### src/rtl/tstc_pkg.sv
`default_nettype none

package tstc_pkg;

    // Number of points spanned by the recent-direction vector.
    localparam int HISTORY_DEPTH = 5;
    // Stored points before the latest one.
    localparam int HIST_LEN = HISTORY_DEPTH - 1;
    // Point counter saturates at HISTORY_DEPTH + 1.
    localparam int CNT_W = $clog2(HISTORY_DEPTH + 2);

    // Field and register widths.
    localparam int COORD_W = 16;
    localparam int DIFF_W = COORD_W + 1;
    localparam int SQ_W = 2 * COORD_W;
    localparam int LEN_W = SQ_W + 1;
    localparam int LEN_CFG_W = 12;
    localparam int TRIG_W = 17;
    localparam int CFG_W = 17;
    localparam int CFG_IDX_W = 2;
    localparam int Q16_SHIFT = 16;
    localparam int PROD_W = TRIG_W + LEN_W;
    localparam int XQ_W = SQ_W + Q16_SHIFT;
    localparam int MIN_SQ_W = 2 * LEN_CFG_W;

    // Queue between the front and back parts.
    localparam int QUEUE_DEPTH = 2;
    localparam int QPTR_W = (QUEUE_DEPTH > 1) ? $clog2(QUEUE_DEPTH) : 1;
    localparam int QCNT_W = $clog2(QUEUE_DEPTH + 1);

    // Register reset values.
    localparam logic [LEN_CFG_W-1:0] TAP_TOL_RST = LEN_CFG_W'(20);
    localparam logic [LEN_CFG_W-1:0] MIN_LEN_RST = LEN_CFG_W'(30);
    localparam logic [TRIG_W-1:0] COS_SQ_RST = TRIG_W'(55938);
    localparam logic [TRIG_W-1:0] SIN_SQ_RST = TRIG_W'(9598);

    typedef enum logic [CFG_IDX_W-1:0] {
        CFG_TAP_TOL = 2'd0,
        CFG_MIN_LEN = 2'd1,
        CFG_COS_SQ  = 2'd2,
        CFG_SIN_SQ  = 2'd3
    } t_cfg_idx;

    typedef enum logic [2:0] {
        DIR_UNKNOWN = 3'd0,
        DIR_RIGHT   = 3'd1,
        DIR_DOWN    = 3'd2,
        DIR_LEFT    = 3'd3,
        DIR_UP      = 3'd4
    } t_dir;

    typedef struct packed {
        logic [COORD_W-1:0] x;
        logic [COORD_W-1:0] y;
    } t_point;

    // Two's complement vector, one bit wider than a coordinate.
    typedef struct packed {
        logic [DIFF_W-1:0] dx;
        logic [DIFF_W-1:0] dy;
    } t_vec;

    // Word handed from the front part to the back part.
    typedef struct packed {
        logic still_tap;
        logic use_recent;
        t_vec ovr;
        t_vec rec;
    } t_qent;

    typedef struct packed {
        logic [LEN_CFG_W-1:0] min_len;
        logic [TRIG_W-1:0]    cos_sq;
        logic [TRIG_W-1:0]    sin_sq;
    } t_cls_cfg;

    typedef enum logic [2:0] {
        S_IDLE,
        S_SQ,
        S_SUM,
        S_MUL,
        S_DEC,
        S_OUT
    } t_bstate;

endpackage

`default_nettype wire

### src/rtl/tstc_queue.sv
`default_nettype none

module tstc_queue (
    input  wire logic            i_clk,
    input  wire logic            i_rst_n,
    input  wire logic            i_push,
    input  tstc_pkg::t_qent      i_ent,
    output logic                 o_full,
    input  wire logic            i_pop,
    output logic                 o_empty,
    output tstc_pkg::t_qent      o_ent
);

    tstc_pkg::t_qent r_mem [tstc_pkg::QUEUE_DEPTH];
    logic [tstc_pkg::QPTR_W-1:0] r_wr_ptr;
    logic [tstc_pkg::QPTR_W-1:0] r_rd_ptr;
    logic [tstc_pkg::QCNT_W-1:0] r_count;
    logic w_push;
    logic w_pop;

    assign o_full  = r_count == tstc_pkg::QCNT_W'(tstc_pkg::QUEUE_DEPTH);
    assign o_empty = r_count == '0;
    assign o_ent   = r_mem[r_rd_ptr];
    assign w_push  = i_push && !o_full;
    assign w_pop   = i_pop && !o_empty;

    // Pointers wrap at the queue depth.
    always_ff @(posedge i_clk) begin
        if (!i_rst_n) begin
            r_wr_ptr <= '0;
            r_rd_ptr <= '0;
            r_count  <= '0;
        end else begin
            if (w_push) begin
                r_wr_ptr <= (r_wr_ptr == tstc_pkg::QPTR_W'(tstc_pkg::QUEUE_DEPTH - 1))
                          ? '0 : r_wr_ptr + 1'b1;
            end
            if (w_pop) begin
                r_rd_ptr <= (r_rd_ptr == tstc_pkg::QPTR_W'(tstc_pkg::QUEUE_DEPTH - 1))
                          ? '0 : r_rd_ptr + 1'b1;
            end
            if (w_push && !w_pop) begin
                r_count <= r_count + 1'b1;
            end else if (w_pop && !w_push) begin
                r_count <= r_count - 1'b1;
            end
        end
    end

    // Storage.
    always_ff @(posedge i_clk) begin
        if (w_push) begin
            r_mem[r_wr_ptr] <= i_ent;
        end
    end

endmodule

`default_nettype wire

### config.mk
export PLATFORM = sky130hd
export DESIGN_NAME = tstc_queue
export DESIGN_NICKNAME = d
export VERILOG_FILES = /design/src/rtl/tstc_pkg.sv /design/src/rtl/tstc_queue.sv
export SDC_FILE = /design/constraint.sdc
export NUM_CORES = 1
export LEC_CHECK = 0
export BUFFER_PORTS_ARGS = -buffer_cell sky130_fd_sc_hd__buf_2
export CORE_AREA = 4 4 114 116
export CTS_CLUSTER_DIAMETER = 40
export DETAILED_ROUTE_END_ITERATION = 8
export DIE_AREA = 0 0 118 120
export PLACE_DENSITY_LB_ADDON = 0.05
export SYNTH_ARGS = -nofsm -noshare
export SYNTH_HDL_FRONTEND = slang
export SYNTH_SLANG_ARGS = --single-unit
### constraint.sdc
create_clock -name i_clk -period 13.2 [get_ports i_clk]
set_input_delay 2.64 -clock i_clk [delete_from_list [all_inputs] [get_ports i_clk]]
set_output_delay 2.64 -clock i_clk [all_outputs]
set_load 0.05 [all_outputs]
Yosys cells after proc, flatten, opt, wreduce, memory -nomap -nowiden
Memory sizes are Yosys's and may differ from the RTL's. A register that Yosys moved wholly into a read port is not among the register bits.
Cells that the tools add are included.
Widths: inputs -> output; s select.
{"block": "op_classes", "n_reduce_logical": 10, "magnitude_cmp": 0, "muxes": 8, "bitwise_logic": 0, "add_sub_neg": 4, "shift": 0, "n_mul": 0, "div_mod_pow": 0, "eq_ne": 1}
{"operator": "$mux 1", "count": 6}
{"operator": "$logic_and 1x1->1", "count": 4}
{"operator": "$logic_not 1->1", "count": 4}
{"operator": "$mux 2", "count": 2}
{"operator": "$add 1x1->1 const B", "count": 2}
{"operator": "$add 2x1->2 const B", "count": 1}
{"operator": "$eq 2x2->1 const B", "count": 1}
{"operator": "$logic_not 2->1", "count": 1}
{"operator": "$reduce_bool 2->1", "count": 1}
{"operator": "$sub 2x1->2 const B", "count": 1}
{"block": "totals", "mem_count": 1, "ram_bits": 140, "mem_bits_ro": 0, "inputBits": 74, "output_inout_bits": 72, "register_bits": 4, "latchBits": 0}
{"memory": "r_mem", "words": 2, "word_bits": 70, "rd": 1, "rd_clocked_by_memory_dff": 1, "wr": 1, "line_no": "tstc_queue.sv:14", "source": "tstc_pkg::t_qent r_mem [tstc_pkg::QUEUE_DEPTH];"}

Logic depth before layout (Yosys ltp)
{"block": "depth", "word_depth": 7, "depth_mapped": 7}

Least setup slack after synthesis
Ideal clock, no wire load.
{"block": "synth_timing", "path_kind": "input -> register", "startpoint": "input port i_push", "endpoint": "memory r_mem[0][0] in the netlist's numbering (enable)", "arrival_ps": 5455, "path_stages": 2, "setup_ps": 487, "path_slack_ps": 7257, "required_time_ps": 12713, "path_cell_list": "inv_1 > nor3_2"}
{"block": "synth_between", "elab_chain_cells": 3}
{"element": "start: declaration", "line_no": "tstc_queue.sv:6", "source": "input wire logic i_push,"}
{"element": "$logic_and 1x1->1", "line_no": "tstc_queue.sv:24", "source": "assign w_push = i_push && !o_full;"}
{"element": "$mux 1", "line_no": "tstc_queue.sv:52", "source": "if (w_push) begin"}
{"element": "$mux 1 (implied by the code)", "line_no": "tstc_queue.sv:53", "source": "r_mem[r_wr_ptr] <= i_ent;"}
{"element": "end: declaration", "line_no": "tstc_queue.sv:14"}
No other way between the ends.

==> metrics.log <==
[metrics] run status: completed
[metrics] number of warnings issued by yosys: 0
[metrics] post-place instance area: 6170 sq um
[metrics] TritonCTS clock tree: done
[metrics] quantity of I/O buffers inserted on ports: about 150
[metrics] via count of the first global-routing pass: slightly below 3000
[metrics] syn_nets: roughly 320
[metrics] number of hold-slack violations in the final timing report: 0
[metrics] post-CTS resize count: 0
[metrics] chip height: ~120 um
[metrics] end-of-flow core utilization: between 50 and 60%
[metrics] maximum level of the CTS H-tree: 4
[metrics] ant diodes: 0
[metrics] Startpoint Class: register
[metrics] clock latency on the worst-skew pair: around 0.41 ns
[metrics] Post-CTS Setup Bufs: 0
[metrics] Layout Cell Area excl Fill: 6650 sq um
[metrics] IR drop worst, VDD: 212 uV
[metrics] maximum number of pins on one net before global-route repair: between 70 and 80
[metrics] wirelength, routed: around 9600 um
[metrics] final worst-path cycle share: approximately 36%
[metrics] most frequent cells in the layout: sky130_fd_sc_hd__buf_2 (145), sky130_fd_sc_hd__edfxtp_1 (140), sky130_fd_sc_hd__mux2_2 (70)
[metrics] distinct cell type count of the synthesized netlist: 20
[metrics] vias per cell: roughly 4.8
[metrics] instance count of the mapped netlist: ~240
[metrics] post-synthesis to final-layout area growth: 26.3%
[metrics] global placement routability congestion: roughly 0.70
[metrics] netlist area before placement: around 5300 sq um
[metrics] fill cell total of the finished layout: approximately 1000
[metrics] largest cells by area after synthesis: sky130_fd_sc_hd__edfxtp_1 (80%), sky130_fd_sc_hd__mux2_2 (15%), sky130_fd_sc_hd__dfxtp_1 (1.9%)
[metrics] Longest Clk Path Bufs: 2
[metrics] Floorplan Core Area: between 10000 and 15000 sq um
[metrics] final-report setup violation count: 0
[metrics] number of cells traversed by the worst register-to-register path: 2
[metrics] count of unresolved DRC violations after routing: 0
[metrics] clk slew on worst S/H paths: 0.05 ns
[metrics] Pwr Density: between 200 and 250 nW/um^2
[metrics] cell type with the highest aggregate area in the netlist: sky130_fd_sc_hd__edfxtp_1
[metrics] minimum setup slack among reg-to-reg paths: approximately 11 ns
[metrics] post-route clock skew: 0.00695 ns
[metrics] number of nets still failing antenna checks after routing: 0
[metrics] most frequent standard cell in the layout excluding fill and tap cells: sky130_fd_sc_hd__buf_2
[metrics] router iterations before antenna repair: 4
[metrics] critical path peak fanout: 70
[metrics] Die Width: about 120 um
[metrics] CTS sink count: around 150
[metrics] post-layout power: 1.52 mW
[metrics] time the final worst path needs with I/O delays and setup: approximately 4.8 ns
[metrics] CTS root buf: sky130_fd_sc_hd__clkbuf_16
[metrics] Worst EP arrival: about 2.1 ns
[metrics] post-synthesis area per instance: between 20 and 25 sq um
[metrics] number of nets at the end of the flow: 476
[metrics] sequential-to-total area share from yosys stat: between 80% and 90%
[metrics] max capacitance violation total: 0
[metrics] number of antenna violations at the first check in global routing: 1
[metrics] hold_buf cts: 0
[metrics] HPWL Detailed: a little under 6000 um
[metrics] P_leak: 2.49 nW
[metrics] cell depth of the worst hold path: 2
[metrics] worst setup path category: register to primary output
[metrics] aggregate negative setup slack: 0 ns
[metrics] detailed-route via count: approximately 2700
[metrics] number of pins with negative max-slew slack in the final report: 0
[metrics] Hold Startpoint: r_count[1]$_SDFFE_PN0P_
[metrics] num rows: 40
[metrics] end of the worst register-to-register path: r_mem[1][28]$_DFFE_PP_
[metrics] required arrival time at the worst endpoint: 10.56 ns
[metrics] capture endpoint of the worst hold path: r_count[1]$_SDFFE_PN0P_
[metrics] RR Startpoint: r_count[0]$_SDFFE_PN0P_
[metrics] remaining max-slew budget at the tightest pin: roughly a third
[metrics] class of the tightest hold or removal check: register to register
[metrics] Worst Tran Pin Value: between 1 and 1.5 ns
[metrics] die area: approximately 14000 sq um
[metrics] type of destination of the critical path: primary output
[metrics] Synth Register Bits: around 150
[metrics] Starting DRT DRC Count: roughly 110
[metrics] average detailed-routed wire length per instance: around 17 um
[metrics] setup repair after global routing missed its margin: false
[metrics] global-route wire length before repair: 14700 um
[metrics] overflow left after global routing: 0
[metrics] initial core utilization: roughly 44%
[metrics] clock buffer count from CTS: 17
[metrics] fraction of layout cells with a size suffix above 1: 58.8%
[metrics] number of top-level design ports: around 150
[metrics] area fraction of the dominant cell type after synthesis: approximately 80%
[metrics] GRT Total Usage: between 10% and 20%
[metrics] timing-limited maximum frequency: 210 MHz
## final cells by class
type | instances | area, sq um | area share (%)
sequential | 145 | 4310 | 64.8
multi-input combinational | 88 | 926 | 13.9
timing repair buffer | 147 | 741 | 11.1
clock buffer | 19 | 433 | 6.51
tap | 147 | 184 | 2.77
clock inverter | 12 | 51.3 | 0.771
inverter | 2 | 7.51 | 0.113
## cell families after synthesis
group | Yosys count | share of synthesized area [%]
flip-flops | 145 | 81.7
multiplexers | 70 | 15.0
buffers and inverters | 10 | 0.903
AND/OR/NAND/NOR | 9 | 1.05
AO/OA/AOI/OAI | 5 | 0.618
XOR/XNOR | 3 | 0.499
adder cells (fa/ha/maj) | 1 | 0.238
## cell usage after synthesis
| master | count |
|---|---|
| sky130_fd_sc_hd__a21boi_0 | 1 |
| sky130_fd_sc_hd__a21boi_1 | 1 |
| sky130_fd_sc_hd__and2_1 | 3 |
| sky130_fd_sc_hd__and3_1 | 1 |
| sky130_fd_sc_hd__buf_2 | 8 |
| sky130_fd_sc_hd__dfxtp_1 | 5 |
| sky130_fd_sc_hd__edfxtp_1 | 140 |
| sky130_fd_sc_hd__ha_1 | 1 |
| sky130_fd_sc_hd__inv_1 | 1 |
| sky130_fd_sc_hd__inv_2 | 1 |
| sky130_fd_sc_hd__mux2_2 | 70 |
| sky130_fd_sc_hd__nand2b_1 | 1 |
| sky130_fd_sc_hd__nor2_1 | 2 |
| sky130_fd_sc_hd__nor3_2 | 1 |
| sky130_fd_sc_hd__o21a_1 | 1 |
| sky130_fd_sc_hd__o21ai_0 | 1 |
| sky130_fd_sc_hd__o21ai_1 | 1 |
| sky130_fd_sc_hd__or3_1 | 1 |
| sky130_fd_sc_hd__xnor2_1 | 2 |
| sky130_fd_sc_hd__xor2_1 | 1 |
## through the flow
| step | std cells | setup slack [ns] | hold WS, ns |
|---|---|---|---|
| floorplan | 243 | 7.26 | 0.483 |
| global placement | 529 | 8.86 | 0.509 |
| detailed placement | 529 | 8.87 | 0.528 |
| CTS | 560 | 8.41 | 0.535 |
| global route | 560 | 8.36 | 0.582 |
| finish | 560 | 8.44 | 0.530 |
## flip-flops by register name, indices dropped and copies added (netlist names), named ones only
register and cells:
r_count 2, r_mem 140, r_rd_ptr 1, r_wr_ptr 1
## worst max-delay path, stage by stage, from the launching register on
cell and delay (ns):
sky130_fd_sc_hd__dfxtp_4 0.94, sky130_fd_sc_hd__mux2_2 0.43, sky130_fd_sc_hd__buf_2 0.22
## how the worst max path moves through the flow
stage / to / start / depth (start not counted) / slack (ns)
floorplan: r_mem[0][0]$_DFFE_PP_ / i_push / 2 / 7.26
global placement: o_ent[6] / register / 2 / 8.86
detailed placement: o_ent[25] / register / 2 / 8.87
CTS: o_ent[6] / register / 2 / 8.41
global route: o_ent[6] / register / 2 / 8.36
finish: o_ent[6] / register / 2 / 8.44
## metal layers
layer	track usage, %	wire length [um]	share of wire, %	vias to the layer above
li1	-	-	-	1278
met4	6.37	172	1.8	2
met1	14.5	3700	39	1297
met5	0	7	0.073	-
met3	7.87	940	9.8	17
met2	23.1	4740	50	100
## report_power, final
group          switching, mW  internal (mW)  total [mW]
logic                  0.356          0.143       0.499
registers             0.0448          0.580       0.625
clock network          0.163          0.232       0.394
total                  0.564          0.954        1.52
Power figures use the tool's default switching activity.
