==> config.mk <==
export PLATFORM = sky130hd
export DESIGN_NAME = tstc_back
export DESIGN_NICKNAME = d
export VERILOG_FILES = /design/src/rtl/tstc_pkg.sv /design/src/rtl/tstc_back.sv
export SDC_FILE = /design/constraint.sdc
export NUM_CORES = 2
export LEC_CHECK = 0
export ABC_CLOCK_PERIOD_IN_PS = 11100
export BUFFER_PORTS_ARGS = -buffer_cell sky130_fd_sc_hd__buf_2
export CAP_MARGIN = 20
export CORE_UTILIZATION = 50
export CTS_BUF_LIST = sky130_fd_sc_hd__clkbuf_8
export DETAILED_ROUTE_END_ITERATION = 10
export MAX_ROUTING_LAYER = met4
export PLACE_DENSITY = 0.73
export SLEW_MARGIN = 20
export SYNTH_ARGS = -nofsm -noshare
export SYNTH_HDL_FRONTEND = slang
export SYNTH_SLANG_ARGS = --single-unit
==> constraint.sdc <==
create_clock -name i_clk -period 11.1 [get_ports i_clk]
set_input_delay 0.555 -clock i_clk [delete_from_list [all_inputs] [get_ports i_clk]]
set_output_delay 0.555 -clock i_clk [all_outputs]
set_load 0.03 [all_outputs]
==> src/rtl/tstc_pkg.sv <==
`default_nettype none

package tstc_pkg;

    // Number of points spanned by the recent-direction vector.
    localparam int HISTORY_DEPTH = 5;
    // Stored points before the latest one.
    localparam int HIST_LEN = HISTORY_DEPTH - 1;
    // Point counter saturates at HISTORY_DEPTH + 1.
    localparam int CNT_W = $clog2(HISTORY_DEPTH + 2);

    // Field and register widths.
    localparam int COORD_W = 16;
    localparam int DIFF_W = COORD_W + 1;
    localparam int SQ_W = 2 * COORD_W;
    localparam int LEN_W = SQ_W + 1;
    localparam int LEN_CFG_W = 12;
    localparam int TRIG_W = 17;
    localparam int CFG_W = 17;
    localparam int CFG_IDX_W = 2;
    localparam int Q16_SHIFT = 16;
    localparam int PROD_W = TRIG_W + LEN_W;
    localparam int XQ_W = SQ_W + Q16_SHIFT;
    localparam int MIN_SQ_W = 2 * LEN_CFG_W;

    // Queue between the front and back parts.
    localparam int QUEUE_DEPTH = 2;
    localparam int QPTR_W = (QUEUE_DEPTH > 1) ? $clog2(QUEUE_DEPTH) : 1;
    localparam int QCNT_W = $clog2(QUEUE_DEPTH + 1);

    // Register reset values.
    localparam logic [LEN_CFG_W-1:0] TAP_TOL_RST = LEN_CFG_W'(20);
    localparam logic [LEN_CFG_W-1:0] MIN_LEN_RST = LEN_CFG_W'(30);
    localparam logic [TRIG_W-1:0] COS_SQ_RST = TRIG_W'(55938);
    localparam logic [TRIG_W-1:0] SIN_SQ_RST = TRIG_W'(9598);

    typedef enum logic [CFG_IDX_W-1:0] {
        CFG_TAP_TOL = 2'd0,
        CFG_MIN_LEN = 2'd1,
        CFG_COS_SQ  = 2'd2,
        CFG_SIN_SQ  = 2'd3
    } t_cfg_idx;

    typedef enum logic [2:0] {
        DIR_UNKNOWN = 3'd0,
        DIR_RIGHT   = 3'd1,
        DIR_DOWN    = 3'd2,
        DIR_LEFT    = 3'd3,
        DIR_UP      = 3'd4
    } t_dir;

    typedef struct packed {
        logic [COORD_W-1:0] x;
        logic [COORD_W-1:0] y;
    } t_point;

    // Two's complement vector, one bit wider than a coordinate.
    typedef struct packed {
        logic [DIFF_W-1:0] dx;
        logic [DIFF_W-1:0] dy;
    } t_vec;

    // Word handed from the front part to the back part.
    typedef struct packed {
        logic still_tap;
        logic use_recent;
        t_vec ovr;
        t_vec rec;
    } t_qent;

    typedef struct packed {
        logic [LEN_CFG_W-1:0] min_len;
        logic [TRIG_W-1:0]    cos_sq;
        logic [TRIG_W-1:0]    sin_sq;
    } t_cls_cfg;

    typedef enum logic [2:0] {
        S_IDLE,
        S_SQ,
        S_SUM,
        S_MUL,
        S_DEC,
        S_OUT
    } t_bstate;

endpackage

`default_nettype wire

==> src/rtl/tstc_back.sv <==
`default_nettype none

module tstc_back (
    input  wire logic            i_clk,
    input  wire logic            i_rst_n,
    input  tstc_pkg::t_cls_cfg   i_cfg,
    input  wire logic            i_empty,
    input  tstc_pkg::t_qent      i_ent,
    output logic                 o_pop,
    output logic                 o_valid,
    input  wire logic            i_stall,
    output logic                 o_still_tap,
    output logic [2:0]           o_overall_code,
    output logic [2:0]           o_recent_code
);

    tstc_pkg::t_bstate r_state;
    tstc_pkg::t_bstate n_state;

    tstc_pkg::t_qent r_ent;
    logic r_sel;
    logic r_zero;
    logic r_neg_x;
    logic r_neg_y;
    logic [tstc_pkg::SQ_W-1:0] r_sqx;
    logic [tstc_pkg::SQ_W-1:0] r_sqy;
    logic [tstc_pkg::LEN_W-1:0] r_len;
    logic [tstc_pkg::PROD_W-1:0] r_sin_l;
    logic [tstc_pkg::PROD_W-1:0] r_cos_l;
    logic [tstc_pkg::MIN_SQ_W-1:0] r_min_sq;
    tstc_pkg::t_dir r_overall;
    tstc_pkg::t_dir r_recent;

    logic r_o_valid;
    logic r_o_tap;
    tstc_pkg::t_dir r_o_overall;
    tstc_pkg::t_dir r_o_recent;

    tstc_pkg::t_vec w_vec;
    logic w_zero;
    logic [tstc_pkg::DIFF_W-1:0] w_abs_x;
    logic [tstc_pkg::DIFF_W-1:0] w_abs_y;
    logic [tstc_pkg::PROD_W-1:0] w_xq;
    logic w_narrow;
    logic w_wide;
    tstc_pkg::t_dir w_code;
    logic w_reached;
    logic w_more;
    logic w_load_out;

    assign o_valid        = r_o_valid;
    assign o_still_tap    = r_o_tap;
    assign o_overall_code = r_o_overall;
    assign o_recent_code  = r_o_recent;

    // Vector under work; a zero vector is taken as pointing right.
    always_comb begin
        w_vec   = r_sel ? r_ent.rec : r_ent.ovr;
        w_zero  = (w_vec.dx == '0) && (w_vec.dy == '0);
        w_abs_x = w_zero ? tstc_pkg::DIFF_W'(1)
                : (w_vec.dx[tstc_pkg::DIFF_W-1] ? (~w_vec.dx + 1'b1) : w_vec.dx);
        w_abs_y = w_vec.dy[tstc_pkg::DIFF_W-1] ? (~w_vec.dy + 1'b1) : w_vec.dy;
    end

    // Angle tests on registered products, checked in priority order.
    always_comb begin
        w_xq     = tstc_pkg::PROD_W'({r_sqx, {tstc_pkg::Q16_SHIFT{1'b0}}});
        w_narrow = w_xq <= r_sin_l;
        w_wide   = w_xq >= r_cos_l;
        priority if (!r_neg_y && w_narrow) begin
            w_code = tstc_pkg::DIR_DOWN;
        end else if (r_neg_x && w_wide) begin
            w_code = tstc_pkg::DIR_LEFT;
        end else if (r_neg_y && w_narrow) begin
            w_code = tstc_pkg::DIR_UP;
        end else if (!r_neg_x && w_wide) begin
            w_code = tstc_pkg::DIR_RIGHT;
        end else begin
            w_code = tstc_pkg::DIR_UNKNOWN;
        end
        // A zero vector has true length zero.
        w_reached = r_zero ? (r_min_sq == '0)
                  : (r_len >= tstc_pkg::LEN_W'(r_min_sq));
        w_more = !r_sel && w_reached && r_ent.use_recent;
    end

    // Next state.
    always_comb begin
        n_state = r_state;
        unique case (r_state)
            tstc_pkg::S_IDLE: if (!i_empty) n_state = tstc_pkg::S_SQ;
            tstc_pkg::S_SQ:   n_state = tstc_pkg::S_SUM;
            tstc_pkg::S_SUM:  n_state = tstc_pkg::S_MUL;
            tstc_pkg::S_MUL:  n_state = tstc_pkg::S_DEC;
            tstc_pkg::S_DEC:  n_state = w_more ? tstc_pkg::S_SQ : tstc_pkg::S_OUT;
            tstc_pkg::S_OUT:  if (!r_o_valid || !i_stall) n_state = tstc_pkg::S_IDLE;
            default:          n_state = tstc_pkg::S_IDLE;
        endcase
    end

    // State outputs.
    always_comb begin
        o_pop      = 1'b0;
        w_load_out = 1'b0;
        unique case (r_state)
            tstc_pkg::S_IDLE: o_pop = !i_empty;
            tstc_pkg::S_OUT:  w_load_out = !r_o_valid || !i_stall;
            default: begin
                o_pop      = 1'b0;
                w_load_out = 1'b0;
            end
        endcase
    end

    // Control registers.
    always_ff @(posedge i_clk) begin
        if (!i_rst_n) begin
            r_state   <= tstc_pkg::S_IDLE;
            r_o_valid <= 1'b0;
        end else begin
            r_state <= n_state;
            if (w_load_out) begin
                r_o_valid <= 1'b1;
            end else if (!i_stall) begin
                r_o_valid <= 1'b0;
            end
        end
    end

    // Shared squaring and scaling unit, one step per state.
    always_ff @(posedge i_clk) begin
        r_min_sq <= i_cfg.min_len * i_cfg.min_len;
        if (o_pop) begin
            r_ent <= i_ent;
            r_sel <= 1'b0;
        end
        if (r_state == tstc_pkg::S_SQ) begin
            r_zero  <= w_zero;
            r_neg_x <= !w_zero && w_vec.dx[tstc_pkg::DIFF_W-1];
            r_neg_y <= w_vec.dy[tstc_pkg::DIFF_W-1];
            r_sqx   <= w_abs_x[tstc_pkg::COORD_W-1:0] * w_abs_x[tstc_pkg::COORD_W-1:0];
            r_sqy   <= w_abs_y[tstc_pkg::COORD_W-1:0] * w_abs_y[tstc_pkg::COORD_W-1:0];
        end
        if (r_state == tstc_pkg::S_SUM) begin
            r_len <= tstc_pkg::LEN_W'(r_sqx) + tstc_pkg::LEN_W'(r_sqy);
        end
        if (r_state == tstc_pkg::S_MUL) begin
            r_sin_l <= i_cfg.sin_sq * r_len;
            r_cos_l <= i_cfg.cos_sq * r_len;
        end
        if (r_state == tstc_pkg::S_DEC) begin
            if (r_sel) begin
                r_recent <= w_code;
            end else if (w_more) begin
                r_overall <= w_code;
                r_sel     <= 1'b1;
            end else begin
                r_overall <= w_reached ? w_code : tstc_pkg::DIR_UNKNOWN;
                r_recent  <= w_reached ? w_code : tstc_pkg::DIR_UNKNOWN;
            end
        end
    end

    // Output word register.
    always_ff @(posedge i_clk) begin
        if (w_load_out) begin
            r_o_tap     <= r_ent.still_tap;
            r_o_overall <= r_overall;
            r_o_recent  <= r_recent;
        end
    end

endmodule

`default_nettype wire

* After elaboration in Yosys (flattened, before gate mapping)
Index checks and enable logic that the tools add are counted.
Operators by class: $add $sub $neg 3, multiply operators 5, $lt $le $gt $ge 3, eq/ne operators 9, mux-type cells 25, bitwise logic cells 3, reduce and logical (&&, ||, !) cells 23
Operators by type and width (count):
- $mul 17x33->50 | 2
- $mul 16x16->32 | 2
- $ge 48x50->1 | 1
- $le 48x50->1 | 1
- $mux 16 | 3
- $logic_not 17->1 | 2
- $mux 34 | 1
- $add 32x32->33 | 1
- $ge 33x24->1 | 1
- $add 16x1->16 const B | 2
- $not 16->16 | 2
- $mux 3 | 10
- $logic_not 24->1 | 1
- $mul 12x12->24 | 1
- $pmux 3 s6 | 1
- $mux 1 | 10
- $logic_and 1x1->1 | 8
- $logic_not 1->1 | 7
- $eq 3x2->1 const B | 2
- $eq 3x3->1 const B | 2
- $ne 2x2->1 const B | 3
- $reduce_and 2->1 | 3
- $eq 3x1->1 const B | 1
- $logic_not 3->1 | 1
- 3 further kinds | 3
Storage, ports and cells: flip-flop bits (word level) 312, logic and storage cells 94

* Logic depth before layout (Yosys ltp)
word-level depth 9, gate-level depth with buffers 36, depth with buffers taken out 32

* Worst setup path before layout
Ideal clock, no wire load.
path kind reg2reg, from register r_state[0], to register r_ent[0] (netlist bit) (enable), arrival 8.102 ns, required time 10.388 ns, setup slack 2.285 ns, cell stages (with the launch flop) 3, path buffers 1, clock period less this slack 8.815 ns, cell sequence dfxtp_1 -> clkbuf_1 -> nor4_1
Between the ends: word-level cells in the longest chain between the ends 2
Ends and longest elaborated chain:
- start: declaration | RTL line tstc_back.sv:17 | tstc_pkg::t_bstate r_state;
- start signal: assignment | RTL line tstc_back.sv:118 | r_state <= tstc_pkg::S_IDLE;
- start signal: assignment | RTL line tstc_back.sv:121 | r_state <= n_state;
- $logic_not 3->1 | RTL line tstc_back.sv:105 | unique case (r_state)
- $mux 1 | RTL line tstc_back.sv:105
- named net o_pop | RTL line tstc_back.sv:9 | output logic o_pop,
- end signal: assignment | RTL line tstc_back.sv:134 | r_ent <= i_ent;
- end: declaration | RTL line tstc_back.sv:20 | tstc_pkg::t_qent r_ent;
The timed path passes the listed nets, and every way through them passes these cells. A chain may end at the register's enable or synchronous reset.

* Worst setup path after layout
from register r_sel, to register r_sqx[31] (netlist bit) (data pin)
Between the ends: word-level cells in the longest chain between the ends 6
Ends and longest elaborated chain:
- start: declaration | RTL line tstc_back.sv:21 | logic r_sel;
- start signal: assignment | RTL line tstc_back.sv:135 | r_sel <= 1'b0;
- start signal: assignment | RTL line tstc_back.sv:156 | r_sel <= 1'b1;
- $mux 34 * | RTL line tstc_back.sv:58 | w_vec = r_sel ? r_ent.rec : r_ent.ovr;
- $not 16->16 | RTL line tstc_back.sv:61 | : (w_vec.dx[tstc_pkg::DIFF_W-1] ? (~w_vec.dx + 1'b1) : w_vec.dx);
- $add 16x1->16 | RTL line tstc_back.sv:61
- $mux 16 | RTL line tstc_back.sv:61
- $mux 16 * | RTL line tstc_back.sv:60 | w_abs_x = w_zero ? tstc_pkg::DIFF_W'(1)
- $mul 16x16->32 * | RTL line tstc_back.sv:141 | r_sqx <= w_abs_x[tstc_pkg::COORD_W-1:0] * w_abs_x[tstc_pkg::COORD_W-1:0];
- end signal: assignment | RTL line tstc_back.sv:141
- end: declaration | RTL line tstc_back.sv:25 | logic [tstc_pkg::SQ_W-1:0] r_sqx;
Every way passes the cells marked *; elsewhere a longest branch is shown, timed or not.

==> flow_summary.json <==
{
  "status": "finished clean",
  "setup_viol": 0,
  "synthTopCellsByArea": "fa_1, edfxtp_1, ha_1, inv_1, nand2_1",
  "max-slew-margin-rel_pct": 23.5,
  "clk_pin_slew_ns": 0.07,
  "cts_max_path_buffers": 3,
  "worst_path_max_delay_cell": "dfxtp_2",
  "synthArstFlopShare_pct": 0,
  "place_congestion": 0.936,
  "wl_mm": 170,
  "synth_area_sq_um": 66600,
  "io-pin-count": 129,
  "drv_cap": 0,
  "r2r_slack_ns": 1.56,
  "die_x_um": 367,
  "dr_wl_met3_mm": 13.3,
  "ys_ff_latch": 309,
  "wl_met2_mm": 82.5,
  "area_delta_synth_final_pct": 6.45,
  "layout_min_cycle_time_ns": 9.54,
  "tightest_slew_ns": 1.15,
  "crit_required_ns": 11.62,
  "synth_edf_count": 281,
  "syn_area_per_cell_sq_um": 9.45,
  "fmax_mhz": 105,
  "grt-ovfl-total": 0,
  "yosysMostFrequentCell": "inv_1",
  "end_kind": "register",
  "highest_layer": "met4",
  "clock_latency_ns": 0.76,
  "drive_gt1_share_pct": 4.92,
  "gr-usage-all-layers_pct": 26.8,
  "numCtsBuffers": 57,
  "fin_ws_ns": 1.56,
  "min_path_type": "in -> reg",
  "start_util_pct": 50.5,
  "drt-initial-drc-count": 3333,
  "die_h_um": 367,
  "ys.warnings.count": 0,
  "synth_common_cells": "inv_1, fa_1, nand2_1",
  "ant_nets": 0,
  "hold_end": "r_ent[69]",
  "path_common_cell": "inv_1",
  "dr.pass1.iters": 7,
  "finalHoldViolCount": 0,
  "worstPathArrival_ns": 10.06,
  "fin_nets": 9170,
  "rsz0062_at_grt": "no",
  "die-area_sq_um": 135000,
  "post-place-ws_ns": 1.72,
  "path_class": "reg -> reg",
  "reg2reg_depth": 30,
  "setup_tns_ns": 0,
  "critPathMaxFanout": 42,
  "reg2reg_to": "r_sqx[31]",
  "port_buffers": 128,
  "r2r_start": "r_sel",
  "finalClockSkew_ns": 0.107,
  "cts.sinks": 309,
  "synth_cell_types": 104,
  "route.detailed.drc": 0,
  "synth_ff_type": "edfxtp_1",
  "root_buffer": "clkbuf_8",
  "slowest_delay_ns": 0.90,
  "synth_top_area_share_pct": 40.1,
  "synth.net_count": 9117,
  "hold_path_depth": 2,
  "critPathLaunchType": "register",
  "maxSlewViolCount": 0,
  "synthCells": 7049,
  "cts_tree": "built",
  "grt_max_degree": 72,
  "ys_seq_area_share_pct": 13.5,
  "fin_util_pct": 53.8,
  "core_sq_um": 132000,
  "wl_met1_mm": 67.5,
  "viasPerCell": 5.44,
  "antenna_found_initial": 7,
  "rows": 133,
  "post_drt_wl_per_cell_um": 19.1,
  "synth_top_area_cell": "fa_1",
  "grt_pass1_vias": 52500,
  "cts.htree.levels": 2,
  "dp_hpwl_mm": 133,
  "holdCritStartpoint": "i_empty",
  "fin_crit_sh_pct": 86.0,
  "ctsResizeCount": 0,
  "grt_pass1_wl_mm": 277,
  "vias": 48500
}
==> stage by stage <==
stage	hold slack (ns)	instances	instance area, sq um
after floorplan	0.400	7049	66600
after global placement	0.401	8726	68900
after detailed placement	0.406	8727	68900
after CTS	0.0317	8905	70900
after global routing	0.0793	8910	70900
final	0.106	8912	70900
==> worst max-delay path: cells and delay by family, from the launching register on <==
kind                       cells  cell delay (ns)
AOI/OAI and AO/OA              8             1.82
xor gates and xnor gates       2             0.36
adders and majority gates      8             3.66
buffers and inverters          7             1.12
DFF                            1             0.90
muxes                          1             0.43
and+or+nand+nor                4             1.00
==> worst max path at each step <==
stage / startpoint / to / slack (ns) / depth (start not counted)
final: r_sel / r_sqx[31] / 1.56 / 30
after global routing: r_sel / r_sqx[31] / 0.91 / 30
after CTS: r_sel / r_sqx[31] / 1.69 / 30
after detailed placement: r_sel / r_sqx[31] / 1.72 / 30
after global placement: r_sel / r_sqx[30] / 1.93 / 28
after floorplan: r_state[0] / r_ent[0] / 2.29 / 2
==> cell families after synthesis <==
group                      Yosys count  share of synthesized area, %
xor gates and xnor gates           225                          3.06
and+or+nand+nor                   2021                          14.2
muxes                               24                         0.395
adders and majority gates         1948                          51.6
DFF                                309                          13.5
AOI/OAI and AO/OA                  645                          6.56
buffers and inverters             1877                          10.6
==> layer usage <==
metal / track usage (%) / up-vias
li1: - / 21600
met1: 33.1 / 24800
met5: - / -
met3: 5.09 / 367
met4: 9.54 / 0
met2: 43.9 / 1740
==> sequential cells by signal (all words and copies together) (netlist names) <==
| signal | count |
|---|---|
| r_recent | 3 |
| r_sqx | 31 |
| o_recent_code | 3 |
| r_overall | 3 |
| r_min_sq | 23 |
| r_len | 33 |
| r_cos_l | 50 |
| o_valid | 1 |
| r_sin_l | 50 |
| r_neg_y | 1 |
| o_still_tap | 1 |
| r_sqy | 31 |
| r_zero | 1 |
| r_neg_x | 1 |
| r_ent | 70 |
| o_overall_code | 3 |
| r_state | 3 |
| r_sel | 1 |
==> area by class of cell <==
type / count / area (sq um)
fill: 11700 / 60900
antenna: 7 / 17.5
inverter: 1607 / 6030
clock buffer: 60 / 826
timing repair buffer: 264 / 1850
clock inverter: 47 / 432
tap: 1755 / 2200
sequential: 309 / 9000
multi-input combinational: 4863 / 50500
==> layout by cell type, fill, tap and decap left out, types with 16 or more instances in the layout <==
cell,netlist,routed
nor3_1,38,37
a21oi_1,180,180
nand2_1,1005,1005
and2_1,443,443
nand4_1,36,36
a21o_1,106,106
clkbuf_8,0,60
nor2_1,275,274
xor2_1,72,72
o21ai_0,105,105
buf_2,8,128
o211ai_1,16,16
inv_1,1589,1601
nand2b_1,40,40
dfxtp_1,28,27
nor4_1,21,20
a211oi_1,28,28
dlygate4sd3_1,0,71
nor2b_1,25,25
ha_1,614,614
mux2i_1,19,19
nand3_1,52,52
inv_2,17,17
o21a_1,28,28
xnor2_1,146,146
fa_1,1334,1334
and3_1,17,17
buf_4,3,64
o21bai_1,27,27
edfxtp_1,281,281
==> timing repair <==
action / 4_1_cts / 5_1_grt
hold buffers: 71 / 0
setup buffers: 0 / 0
hold endpoints to repair: 71 / 0
setup endpoints to repair: 0 / 0
Power is not shown: default switching activity piles up to over one toggle a cycle in this logic, so the estimate is an artifact.
